File: src/sv/accel_lever_arm_compensation_core_defines.svh
// ----------------------------------------------------------------------------
// accel_lever_arm_compensation_core_defines
// Assertion helpers shared by the lever-arm compensation block.
// ----------------------------------------------------------------------------
`ifndef ACCEL_LEVER_ARM_COMPENSATION_CORE_DEFINES_SVH
`define ACCEL_LEVER_ARM_COMPENSATION_CORE_DEFINES_SVH

// Same-cycle implication, disabled during reset.
`define ALAC_ASSERT_NOW(lbl, ante, cons) \
  lbl: assert property (@(posedge clk_i) disable iff (!rst_ni) (ante) |-> (cons)) \
    else $error("alac check failed");

// Next-cycle implication, disabled during reset.
`define ALAC_ASSERT_NEXT(lbl, ante, cons) \
  lbl: assert property (@(posedge clk_i) disable iff (!rst_ni) (ante) |=> (cons)) \
    else $error("alac check failed");

`endif

File: src/sv/alac_pkg.sv
// ----------------------------------------------------------------------------
// alac_pkg
// Types and constants of the accelerometer lever-arm compensation block.
// ----------------------------------------------------------------------------
package alac_pkg;

  localparam int unsigned NumAxes  = 3;
  localparam int unsigned TimeW    = 48;
  localparam int unsigned RateW    = 32;
  localparam int unsigned ForceW   = 32;
  localparam int unsigned ArmW     = 16;
  localparam int unsigned CfgW     = 48;
  localparam int unsigned NumW     = 41;  // (rate difference) * 256
  localparam int unsigned DwW      = 40;  // angular acceleration, Q.8
  localparam int unsigned MinStep  = 4;

  localparam logic [1:0] StatusOk      = 2'd0;
  localparam logic [1:0] StatusInvalid = 2'd1;
  localparam logic [1:0] StatusFirst   = 2'd2;
  localparam logic [1:0] StatusShort   = 2'd3;

  localparam logic [1:0] CfgArmX = 2'd0;
  localparam logic [1:0] CfgArmY = 2'd1;
  localparam logic [1:0] CfgArmZ = 2'd2;

  typedef struct packed {
    logic [47:0]        timestamp;
    logic               sample_valid;
    logic signed [31:0] rate_x;
    logic signed [31:0] rate_y;
    logic signed [31:0] rate_z;
    logic signed [31:0] force_x;
    logic signed [31:0] force_y;
    logic signed [31:0] force_z;
  } in_t;

  typedef struct packed {
    logic signed [31:0] out_force_x;
    logic signed [31:0] out_force_y;
    logic signed [31:0] out_force_z;
    logic [1:0]         status;
  } out_t;

endpackage

File: src/sv/alac_div.sv
// ----------------------------------------------------------------------------
// alac_div
// Serial signed divider lane: rate difference over time step, one bit a cycle.
// ----------------------------------------------------------------------------
module alac_div import alac_pkg::*; (
  input  logic                   clk_i,
  input  logic                   rst_ni,
  input  logic                   start_i,
  input  logic signed [NumW-1:0] num_i,
  input  logic [TimeW-1:0]       den_i,
  output logic                   done_o,
  output logic signed [DwW-1:0]  dw_o
);

  localparam int unsigned CntW = $clog2(NumW + 1);

  logic [CntW-1:0]  cnt_q, cnt_d;
  logic             busy_q, busy_d;
  logic             done_q, done_d;
  logic             neg_q, neg_d;
  logic [TimeW:0]   rem_q, rem_d;
  logic [NumW-1:0]  quo_q, quo_d;
  logic [TimeW-1:0] den_q, den_d;
  logic [TimeW:0]   trial;
  logic [NumW:0]    signed_quo;

  assign trial = {rem_q[TimeW-1:0], quo_q[NumW-1]};
  assign signed_quo = neg_q ? ({(NumW+1){1'b0}} - {1'b0, quo_q}) : {1'b0, quo_q};

  always_comb begin
    cnt_d  = cnt_q;
    busy_d = busy_q;
    done_d = 1'b0;
    neg_d  = neg_q;
    rem_d  = rem_q;
    quo_d  = quo_q;
    den_d  = den_q;
    if (start_i) begin
      busy_d = 1'b1;
      cnt_d  = '0;
      neg_d  = num_i[NumW-1];
      rem_d  = '0;
      quo_d  = num_i[NumW-1] ? ({NumW{1'b0}} - num_i) : num_i;
      den_d  = den_i;
    end else if (busy_q) begin
      // shift in next dividend bit, subtract when it fits
      if (trial >= {1'b0, den_q}) begin
        rem_d = trial - {1'b0, den_q};
        quo_d = {quo_q[NumW-2:0], 1'b1};
      end else begin
        rem_d = trial;
        quo_d = {quo_q[NumW-2:0], 1'b0};
      end
      cnt_d = cnt_q + 1'b1;
      if (cnt_q == CntW'(NumW - 1)) begin
        busy_d = 1'b0;
        done_d = 1'b1;
      end
    end
  end

  always_ff @(posedge clk_i or negedge rst_ni) begin
    if (!rst_ni) begin
      cnt_q  <= '0;
      busy_q <= 1'b0;
      done_q <= 1'b0;
    end else begin
      cnt_q  <= cnt_d;
      busy_q <= busy_d;
      done_q <= done_d;
    end
  end

  always_ff @(posedge clk_i) begin
    neg_q <= neg_d;
    rem_q <= rem_d;
    quo_q <= quo_d;
    den_q <= den_d;
  end

  assign done_o = done_q;
  assign dw_o   = signed_quo[DwW-1:0];

endmodule

File: config.mk
export PLATFORM = sky130hd
export DESIGN_NAME = alac_div
export DESIGN_NICKNAME = d
export VERILOG_FILES = /design/src/sv/accel_lever_arm_compensation_core_defines.svh /design/src/sv/alac_pkg.sv /design/src/sv/alac_div.sv
export SDC_FILE = /design/constraint.sdc
export NUM_CORES = 1
export LEC_CHECK = 0
export BUFFER_PORTS_ARGS = -buffer_cell sky130_fd_sc_hd__buf_2
export CAP_MARGIN = 20
export CORE_ASPECT_RATIO = 0.8
export CORE_MARGIN = 8
export CORE_UTILIZATION = 53
export CTS_CLUSTER_SIZE = 30
export DETAILED_ROUTE_END_ITERATION = 8
export MAX_ROUTING_LAYER = met4
export PLACE_DENSITY_LB_ADDON = 0.3
export SYNTH_ARGS = -nofsm -noshare
export SYNTH_HDL_FRONTEND = slang
export SYNTH_SLANG_ARGS = --single-unit
File: constraint.sdc
create_clock -name clk_i -period 4 [get_ports clk_i]
set_input_delay 0.8 -clock clk_i [delete_from_list [all_inputs] [get_ports clk_i]]
set_output_delay 0.8 -clock clk_i [all_outputs]
set_load 0.02 [all_outputs]
* Word level (Yosys, flattened, before mapping)
Cells that the tools add are included.
** Storage, ports and cells
- Bits in latches :: 0
- Memories :: 0
- Bits in writable memories :: 0
- Output and inout port bits :: 41
- Flip-flop bits (word level) :: 146
- Bits in read-only memories :: 0
** Cells by class
- Reduce and logical (&&, ||, !) cells :: 1
- $mul :: 0
- Mux-type cells :: 14
- Bitwise logic cells :: 0
- Shifts and indexed selects :: 0
- Add/sub/neg operators :: 4
- Equal/unequal tests :: 1
- Div/mod/pow operators :: 0
- Magnitude comparators :: 1
** Operators by type and width (count)
- two-way mux 41 bit :: 3
- >= comparator 49 x 48 -> 1 bit :: 1
- two-way mux 48 bit :: 1
- subtractor 48 bit :: 1
- subtractor 1 x 41 -> 41 bit (first input constant) :: 1
- two-way mux 40 bit :: 1
- subtractor 1 x 40 -> 40 bit (first input constant) :: 1
- two-way mux 6 bit :: 2
- two-way mux 1 bit :: 7
- adder 6 x 1 -> 6 bit (second input constant) :: 1
- equality test 6 bit (second input constant) :: 1
- nonzero test 2 bit :: 1

* Longest topological paths before layout
Gate-level depths: netlist of the first run.
- Word-level depth :: 4
- Depth in mapped cells :: 13

* Worst setup path after synthesis of the first run
No wires, ideal clock.
- Path type :: register -> output
- Start point :: register quo_q[5]
- End point :: output port dw_o[36]
- Cell stages (with the launch flop) :: 9
- Slack :: -122 ps
- Path buffers :: 0
- Arrival time :: 3322 ps
- Path through :: edfxtp_1 -> or3_4 -> or3_4 -> nand2b_4 -> or4_1 -> or4_4 -> or3_4 -> o41a_1 -> xor2_1
** On the way
- Longest elaborated chain between the ends :: 2
** RTL lines
- start: declaration :: line alac_div.sv:22 : logic [NumW-1:0] quo_q, quo_d;
- start signal: assignment :: line alac_div.sv:77 : quo_q <= quo_d;
- subtractor 1 x 40 -> 40 bit :: line alac_div.sv:28 : assign signed_quo = neg_q ? ({(NumW+1){1'b0}} - {1'b0, quo_q}) : {1'b0, quo_q};
- two-way mux 40 bit :: line alac_div.sv:28
- end: declaration :: line alac_div.sv:12 : output logic signed [DwW-1:0] dw_o
No other way between the ends.

* Worst setup path after layout of the first run
Ends and elaborated chain as after synthesis.

==> results of run 1 <==
## layout by cell type (no fill, tap or decap), drive strengths merged, types with 6 or more instances in the layout
cell and count:
buf 175, nor2 120, nand2 119, a21oi 110
edfxtp 90, o21ai 76, inv 75, xnor2 62
xor2 54, ha 52, dfxtp 48, o31ai 25
or3 21, a311oi 19, a21o 18, clkbuf 17
nor3 16, nand3 15, nand4 13, nor2b 13
a211oi 13, nand2b 13, or4 13, o41ai 13
mux2i 11, o21bai 11, dfrtp 8, a21boi 7
and4 6, and3 6, and2 6, a31oi 6
clkinv 6
## routing by layer
layer / GRT usage / wire, µm
met5: - / 0
met2: 0.3468 / 12260
met3: 0.03957 / 1657
met1: 0.3135 / 12680
met4: 0.06406 / 442
## repair_timing
| item | 4_1_cts | 5_1_grt |
|---|---|---|
| hold endpoints to repair | 0 | 0 |
| hold buffers | 0 | 0 |
| gates resized for setup | 51 | 22 |
| buffers inserted | 9 | 1 |
| setup endpoints to repair | 18 | 22 |
| gates cloned | 0 | 0 |
| pin swaps | 8 | 12 |
## area by class of cell
| cell class | count | area (µm²) | area share |
|---|---|---|---|
| Inverter | 73 | 274.0 | 0.02247 |
| Antenna cell | 2 | 5.005 | 0.0004103 |
| Tap cell | 258 | 322.8 | 0.02647 |
| Multi-Input combinational cell | 899 | 6053 | 0.4963 |
| Sequential cell | 146 | 3865 | 0.3169 |
| Clock buffer | 17 | 425.4 | 0.03488 |
| Clock inverter | 15 | 182.7 | 0.01498 |
| Timing Repair Buffer | 175 | 1069 | 0.08761 |
## path summary, 6_finish.rpt
kind	startpoint	to	slack [ns]
worst min register to register	rem_q[7]$_SDFFE_PP0P_	rem_q[7]$_SDFFE_PP0P_	0.49
worst max register to register	den_q[1]$_DFFE_PP_	rem_q[26]$_SDFFE_PP0P_	0.32
worst max-delay path	quo_q[5]$_DFFE_PP_	dw_o[36]	-0.51
max in group asynchronous	rst_ni	busy_q$_DFF_PN0_	3.61
min in group clk_i	rem_q[7]$_SDFFE_PP0P_	rem_q[7]$_SDFFE_PP0P_	0.49
worst min-delay path	rst_ni	cnt_q[1]$_DFFE_PN0P_	0.20
## registers in the layout, indices dropped and copies added, names as in the netlist
signal and flops:
rem_q 48, done_o 1, busy_q 1, cnt_q 6, den_q 48, quo_q 41
neg_q 1
## worst reg2reg max path, stage by stage, from the launching register on
cell      delay [ns]
edfxtp_1        0.44
inv_1           0.09
ha_1            0.24
nor2b_1         0.14
o31a_1          0.31
o21ai_0         0.27
a311oi_1        0.20
buf_4           0.19
o21ai_1         0.48
o31a_1          0.48
buf_4           0.35
nand2_1         0.10
a311oi_1        0.30
## per-stage QoR
| step | TNS, ns | area [µm²] |
|---|---|---|
| detailed placement | -0.1037 | 11200 |
| floorplan | 0 | 10150 |
| finish | -5.784 | 12200 |
| CTS | -5.484 | 12050 |
| global route | -8.182 | 12200 |
| global placement | -0.05285 | 11200 |
## power by group through the flow
| stage | Sequential (mW) | Clock (mW) | Combinational, mW |
|---|---|---|---|
| 2_1_floorplan | 2.15 | 0 | 2.57 |
| 3_3_place_gp | 2.20 | 0 | 3.35 |
| 3_5_place_dp | 2.21 | 0 | 3.40 |
| 4_1_cts | 2.19 | 1.67 | 3.47 |
| 5_1_grt | 2.24 | 1.73 | 3.91 |
| 6_report | 2.21 | 1.65 | 3.53 |
## logic make-up (layout without fill, tap and decap cells)
group | count (synthesis) | after routing
XOR/XNOR | 116 | 116
adder cells (fa/ha/maj) | 53 | 53
flip-flops | 146 | 146
AND/OR/NAND/NOR | 377 | 377
AO/OA/AOI/OAI | 340 | 340
buffers and inverters | 125 | 280
other | 0 | 2
multiplexers | 13 | 13
==> out/metrics.yaml, run 1 <==
synth_common_cells: "119 x nand2_1, 119 x nor2_1, 110 x a21oi_1"
muxShareOfSynthArea: 0.01307
ant_nets: 0
hold_path_class: "in -> async"
vias: 9160
layout_setup_ws_ns: -0.5078
fp-row-count: 45
p_total_mw: 7.388
dieArea_um2: 23850
grt_overflow: 0
place.port_buffers: 132
finalHoldViolCount: 0
grt_setup_unrepaired: "true"
crit_type: "reg -> out"
reg2regPathDepth: 12
clockBufferDepth: 2
p_sw_frac: 0.4075
maxCapViolCount: 0
place.gp.congestion: 0.9362
numCtsBuffers: 17
ys_seq_area_frac: 0.3808
crit_path_end_kind: "output port"
dp.cells: 1541
worst_pin_slew_ns: 0.7157
relSlewSlack: 0.5228
core_um2: 18860
period_share: 1.127
fill_cells: 1572
drt-initial-drc-count: 792
die_y_um: 139.8
drive_gt1_frac: 0.1917
ys_top_cells_by_area: "edfxtp_1 27%, dfxtp_1 9.5%, ha_1 6.4%"
ys_warn_count: 0
path_depth: 9
max_stage_delay_ns: 0.45
path_delay_family: "simple AND/OR/NAND/NOR gates"
clkSinkCount: 146
synthAdderAreaFrac: 0.06610
clk_latency_ns: 0.43
critPathLaunchType: "register"
nNetsFinal: 1457
cts.clk_slew.worst_paths_ns: 0.06
syn_avg_cell_area_um2: 8.672
power_frac_seq: 0.299
synth_compound_area_frac: 0.2158
critPathMostFrequentCell: "or3_4"
grt_util_all_layers: 0.2301
pwr-share-clk: 0.223
cts.htree.levels: 4
grt_pass1_wl_mm: 43.75
wl_per_cell_um: 17.06
p_per_area_nw_per_um2: 605.8
ys_seq_elements: 146
synth_area_leader_cell: "edfxtp_1"
path_cells: "or3_4 > or3_4 > nand2b_4 > or4_4 > or4_4 > or3_4 > o41a_1 > xor2_2 > buf_6"
viasPerCell: 5.779
drt_first_pass_iters: 5
synth_edf_count: 90
synth_area_um2: 10150
skew_ns: 0.01001
p_leak_nw: 5.075
synth_top_family_by_area: "compound AO/OA/AOI/OAI gates"
ys_dominant_reg_cell: "edfxtp_1"
clockRootBuffer: "clkbuf_16"
synth-simple-area-share: 0.1773
hpwl_mm: 19.59
fin_hold_ws_ns: 0.2041
drc_errors: 0
synth_cells: 1170
fin_crit_ns: 4.508
synth_nets: 1315
async_reset_ff_frac: 0.05479
comb_power_share: 0.478
fin_cells: 1585
crit_buf_inv: 1
area_delta_synth_final_pct: 20.21
die-width_um: 170.7
yosysTopAreaCellShare: 0.2664
grt_max_degree: 68
ios: 133
fmax_mhz: 221.8
drv_slew: 0
p_int_mw: 4.378
cts_tree: "done"
p_switching_mw: 3.011
setup_viol: 19
cp_slowest_cell: "or4_4"
outcome: "complete, but fails checks"
ys_types: 71
crit_required_ns: 3.20
fin_util: 0.6466
violations: "setup timing"
synth-xor-area-share: 0.1001
start_util: 0.5379
crit_path_max_fanout: 4
antenna_found_initial: 2
grt_pass1_vias: 8769
place_ws_ns: -0.07547
routed_wl_mm: 27.04
critPathArrivalTime_ns: 3.71
ir_drop_uv: 369.2
Power figures use the tool's default switching activity.
==> run 2: changes to the inputs <==
Settings changed: SKIP_CTS_REPAIR_TIMING set to 1.
==> out/metrics.yaml, run 2 (synthesis results as in run 1) <==
outcome: "complete, but fails checks"
violations: "setup timing"
cts_tree: "done"
clkSinkCount: 146
start_util: 0.5379
grt_pass1_vias: 8634
grt_pass1_wl_mm: 42.73
dieArea_um2: 23850
max_stage_delay_ns: 0.46
grt_overflow: 0
die_y_um: 139.8
critPathArrivalTime_ns: 3.72
grt_setup_unrepaired: "true"
fp-row-count: 45
nNetsFinal: 1449
grt_max_degree: 68
drive_gt1_frac: 0.1746
p_leak_nw: 4.961
place_ws_ns: -0.07547
final_common_cell: "buf_2"
finalHoldViolCount: 0
crit_path_max_fanout: 4
worst_pin_slew_ns: 0.6866
vias: 9092
cts.htree.levels: 4
core_um2: 18860
relSlewSlack: 0.5422
cts.clk_slew.worst_paths_ns: 0.06
area_delta_synth_final_pct: 17.62
fin_crit_ns: 4.518
final_cell_mix: "121 x buf_2, 119 x nor2_1, 118 x nand2_1"
largest_registers: "den_q (48), rem_q (48), quo_q (41)"
crit_required_ns: 3.20
critPathMostFrequentCell: "or3_4"
clockRootBuffer: "clkbuf_16"
clk_latency_ns: 0.43
drt-initial-drc-count: 701
die-width_um: 170.7
p_sw_frac: 0.4070
drt_first_pass_iters: 5
grt_util_all_layers: 0.2244
setup_viol: 18
path_delay_family: "simple AND/OR/NAND/NOR gates"
hold_path_class: "in -> async"
place.port_buffers: 132
crit_path_end_kind: "output port"
path_depth: 9
routed_wl_mm: 26.30
ir_drop_uv: 369.2
ant_nets: 0
crit_type: "reg -> out"
layout_setup_ws_ns: -0.5181
maxCapViolCount: 0
cp_slowest_cell: "or4_4"
pwr-share-clk: 0.224
p_int_mw: 4.347
p_switching_mw: 2.984
drc_errors: 0
power_frac_seq: 0.300
skew_ns: 0.009424
startpoint: "quo_q[5]$_DFFE_PP_"
crit_buf_inv: 1
r2r_end: "rem_q[26]$_SDFFE_PP0P_"
drv_slew: 0
rrSetupSlack_ns: 0.36
ios: 133
hpwl_mm: 19.59
comb_power_share: 0.476
viasPerCell: 5.765
period_share: 1.130
numCtsBuffers: 17
fmax_mhz: 221.3
fin_hold_ws_ns: 0.2027
clockBufferDepth: 2
reg2regPathDepth: 12
antenna_found_initial: 2
path_cells: "or3_4 > or3_4 > nand2b_4 > or4_4 > or4_4 > or3_4 > o41a_1 > xor2_2 > buf_6"
r2r-start: "den_q[1]$_DFFE_PP_"
critPathLaunchType: "register"
crit_end: "dw_o[36]"
wl_per_cell_um: 16.67
place.gp.congestion: 0.9362
p_per_area_nw_per_um2: 614.3
run 2: cell types whose count changed in the layout (fill, tap and decap cells not counted), moves of 3 or more:
cell | before | now
xnor2_1 | 59 | 62
o31ai_2 | 0 | 3
o41ai_4 | 4 | 1
xnor2_2 | 3 | 0
buf_4 | 57 | 44
buf_6 | 8 | 2
o31ai_4 | 5 | 2
buf_2 | 110 | 121
run 2: worst min-delay path by stage:
stage | endpoint | cells past startpoint | from
2_1_floorplan | rem_q[37]$_SDFFE_PP0P_ | 1 | rem_q[37]$_SDFFE_PP0P_
3_3_place_gp | rem_q[37]$_SDFFE_PP0P_ | 1 | rem_q[37]$_SDFFE_PP0P_
3_5_place_dp | rem_q[28]$_SDFFE_PP0P_ | 2 | rem_q[28]$_SDFFE_PP0P_
4_1_cts | cnt_q[1]$_DFFE_PN0P_ | 1 | rst_ni
5_1_grt | cnt_q[1]$_DFFE_PN0P_ | 1 | rst_ni
6_report | cnt_q[1]$_DFFE_PN0P_ | 1 | rst_ni
run 2: power groups by stage:
stage	registers, mW	clock network (mW)	logic (mW)
after global routing	2.23	1.73	3.86
final	2.20	1.65	3.49
after CTS	2.19	1.67	3.43
after detailed placement	2.21	0	3.40
after global placement	2.20	0	3.35
after floorplan	2.15	0	2.57
run 2: stage by stage:
stage               area (µm²)  TNS (ns)  total power, mW    util  std cells
floorplan                10150         0            4.718       -       1170
global placement         11200  -0.05285            5.550  0.5938       1541
detailed placement       11200   -0.1037            5.612  0.5938       1541
CTS                      11810    -6.264            7.287  0.6261       1573
global route             11930    -8.116            7.832  0.6327       1577
finish                   11930    -5.809            7.331  0.6327       1577
run 2: metal layers:
| layer | wire length, µm | part of all wire | global-route usage | up-vias |
|---|---|---|---|---|
| met5 | 0 | 0 | - | - |
| met4 | 416 | 0.016 | 0.06267 | 0 |
| met3 | 1681 | 0.064 | 0.03985 | 36 |
| met2 | 11710 | 0.45 | 0.3363 | 292 |
| met1 | 12490 | 0.47 | 0.3065 | 4266 |
| li1 | - | - | - | 4498 |
run 2: area by class of cell:
cell class / count / area [µm²]
fillers: 1612 / 6928
multi-input cells: 899 / 5901
clock buffers: 17 / 425.4
diodes: 2 / 5.005
clock inverters: 15 / 182.7
repair buffers: 167 / 958.4
inverters: 73 / 274.0
flip-flops and latches: 146 / 3865
well taps: 258 / 322.8
run 2: worst register-to-register path: stages (launching register included):
cell and delay [ns]:
edfxtp_1 0.43, inv_1 0.09, ha_1 0.24, nor2b_1 0.14
o31a_1 0.31, o21ai_0 0.27, a311oi_1 0.20, buf_4 0.20
o21ai_1 0.46, o31a_1 0.48, buf_4 0.35, nand2_1 0.10
a311oi_1 0.29
==> run 3: changes to the inputs <==
Settings changed: CORE_UTILIZATION 53 to 49.
==> out/metrics.yaml, run 3 (synthesis results as in run 1) <==
core_um2: 20520
cts.clk_slew.worst_paths_ns: 0.06
p_leak_nw: 5.004
p_switching_mw: 2.984
grt_pass1_wl_mm: 43.16
routed_wl_mm: 27.29
p_per_area_nw_per_um2: 608.5
drive_gt1_frac: 0.1791
vias: 9287
comb_power_share: 0.481
critPathLaunchType: "register"
ff_latch_area_um2: 3865
die-width_um: 176.9
final_cell_mix: "119 x nor2_1, 117 x nand2_1, 116 x buf_2"
power_frac_seq: 0.300
crit_path_end_kind: "output port"
grt_util_all_layers: 0.2145
crit_path_max_fanout: 5
crit_required_ns: 3.20
place.port_buffers: 132
crit_type: "reg -> out"
layout_setup_ws_ns: -0.6342
fin_cells: 1593
drc_errors: 0
clk_latency_ns: 0.43
grt_max_degree: 92
grt_setup_unrepaired: "true"
finalHoldViolCount: 0
critPathArrivalTime_ns: 3.83
drt_first_pass_iters: 7
period_share: 1.159
pwr-share-clk: 0.219
clockBufferDepth: 2
die_y_um: 144.7
largest_registers: "den_q (48), rem_q (48), quo_q (41)"
cts_tree: "done"
p_int_mw: 4.351
worst_pin_slew_ns: 0.8623
cts.htree.levels: 4
area_delta_synth_final_pct: 18.81
dp.cells: 1555
numCtsBuffers: 17
grt_overflow: 0
setup_viol: 19
placed_area_um2: 11240
clockRootBuffer: "clkbuf_16"
drv_slew: 0
fin_crit_ns: 4.634
maxCapViolCount: 0
antenna_found_initial: 1
p_sw_frac: 0.4068
fin_util: 0.5873
viasPerCell: 5.830
ios: 133
ir_drop_uv: 369.5
multi_input_area_um2: 5973
fmax_mhz: 215.8
violations: "setup timing"
place_ws_ns: -0.1059
final_common_cell: "nor2_1"
hold_path_class: "in -> async"
relSlewSlack: 0.4251
fin_area_um2: 12050
outcome: "complete, but fails checks"
fill_cells: 1832
start_util: 0.4944
clkSinkCount: 146
ant_nets: 0
grt_pass1_vias: 8432
drt-initial-drc-count: 798
rrSetupSlack_ns: 0.38
dieArea_um2: 25600
skew_ns: 0.01231
wl_per_cell_um: 17.13
fp-row-count: 47
hpwl_mm: 20.05
p_total_mw: 7.335
place.gp.congestion: 0.9313
nNetsFinal: 1455
## run 3: cell count changes in the layout (fill, tap and decap cells not counted), sizes merged
cell,before,now
buf,167,173
clkbuf,17,20
inv,75,73
clkinvlp,4,3
diode,2,1
## run 3: power by group through the flow
stage,sequential [mW],clock (mW),combinational [mW]
finish,2.20,1.60,3.53
floorplan,2.15,0,2.57
detailed placement,2.21,0,3.43
global placement,2.21,0,3.38
global route,2.24,1.69,3.90
CTS,2.19,1.63,3.45
## run 3: per-stage QoR
step / TNS (ns) / hold slack, ns
global route: -8.967 / 0.2117
detailed placement: -0.1477 / 0.4730
finish: -6.590 / 0.2103
global placement: -0.04745 / 0.4630
floorplan: 0 / 0.4466
CTS: -5.953 / 0.2034
## run 3: worst paths after layout
kind / startpoint / end / depth (start not counted)
worst max-delay path: quo_q[5]$_DFFE_PP_ / dw_o[37] / 10
worst min-delay path: rst_ni / cnt_q[2]$_DFFE_PN0P_ / 1
worst max register to register: den_q[6]$_DFFE_PP_ / rem_q[23]$_SDFFE_PP0P_ / 12
worst min register to register: rem_q[7]$_SDFFE_PP0P_ / rem_q[7]$_SDFFE_PP0P_ / 2
max in group asynchronous: rst_ni / busy_q$_DFF_PN0_ / 1
min in group clk_i: rem_q[7]$_SDFFE_PP0P_ / rem_q[7]$_SDFFE_PP0P_ / 2
## run 3: cell type report
class | instances | share of cell area
Clock inverter | 12 | 0.01183
Antenna cell | 1 | 0.0002076
Inverter | 73 | 0.02273
Sequential cell | 146 | 0.3206
Timing Repair Buffer | 173 | 0.08491
Clock buffer | 20 | 0.03623
Multi-Input combinational cell | 899 | 0.4955
Tap cell | 269 | 0.02792
## run 3: layer usage
layer	track usage	wire length, µm	vias up
met3	0.03449	1817	25
met5	-	0	-
met2	0.3158	12030	341
met4	0.05872	399	0
met1	0.3021	13040	4391
li1	-	-	4530
## run 3: critical path, cell delays in order (launching register included)
cell	delay [ns]
edfxtp_1	0.39
or3_4	0.41
or3_1	0.38
nor4_1	0.25
nand2_1	0.12
or4_4	0.44
or3_4	0.36
or2_4	0.28
o41ai_1	0.43
xnor2_1	0.17
buf_2	0.18
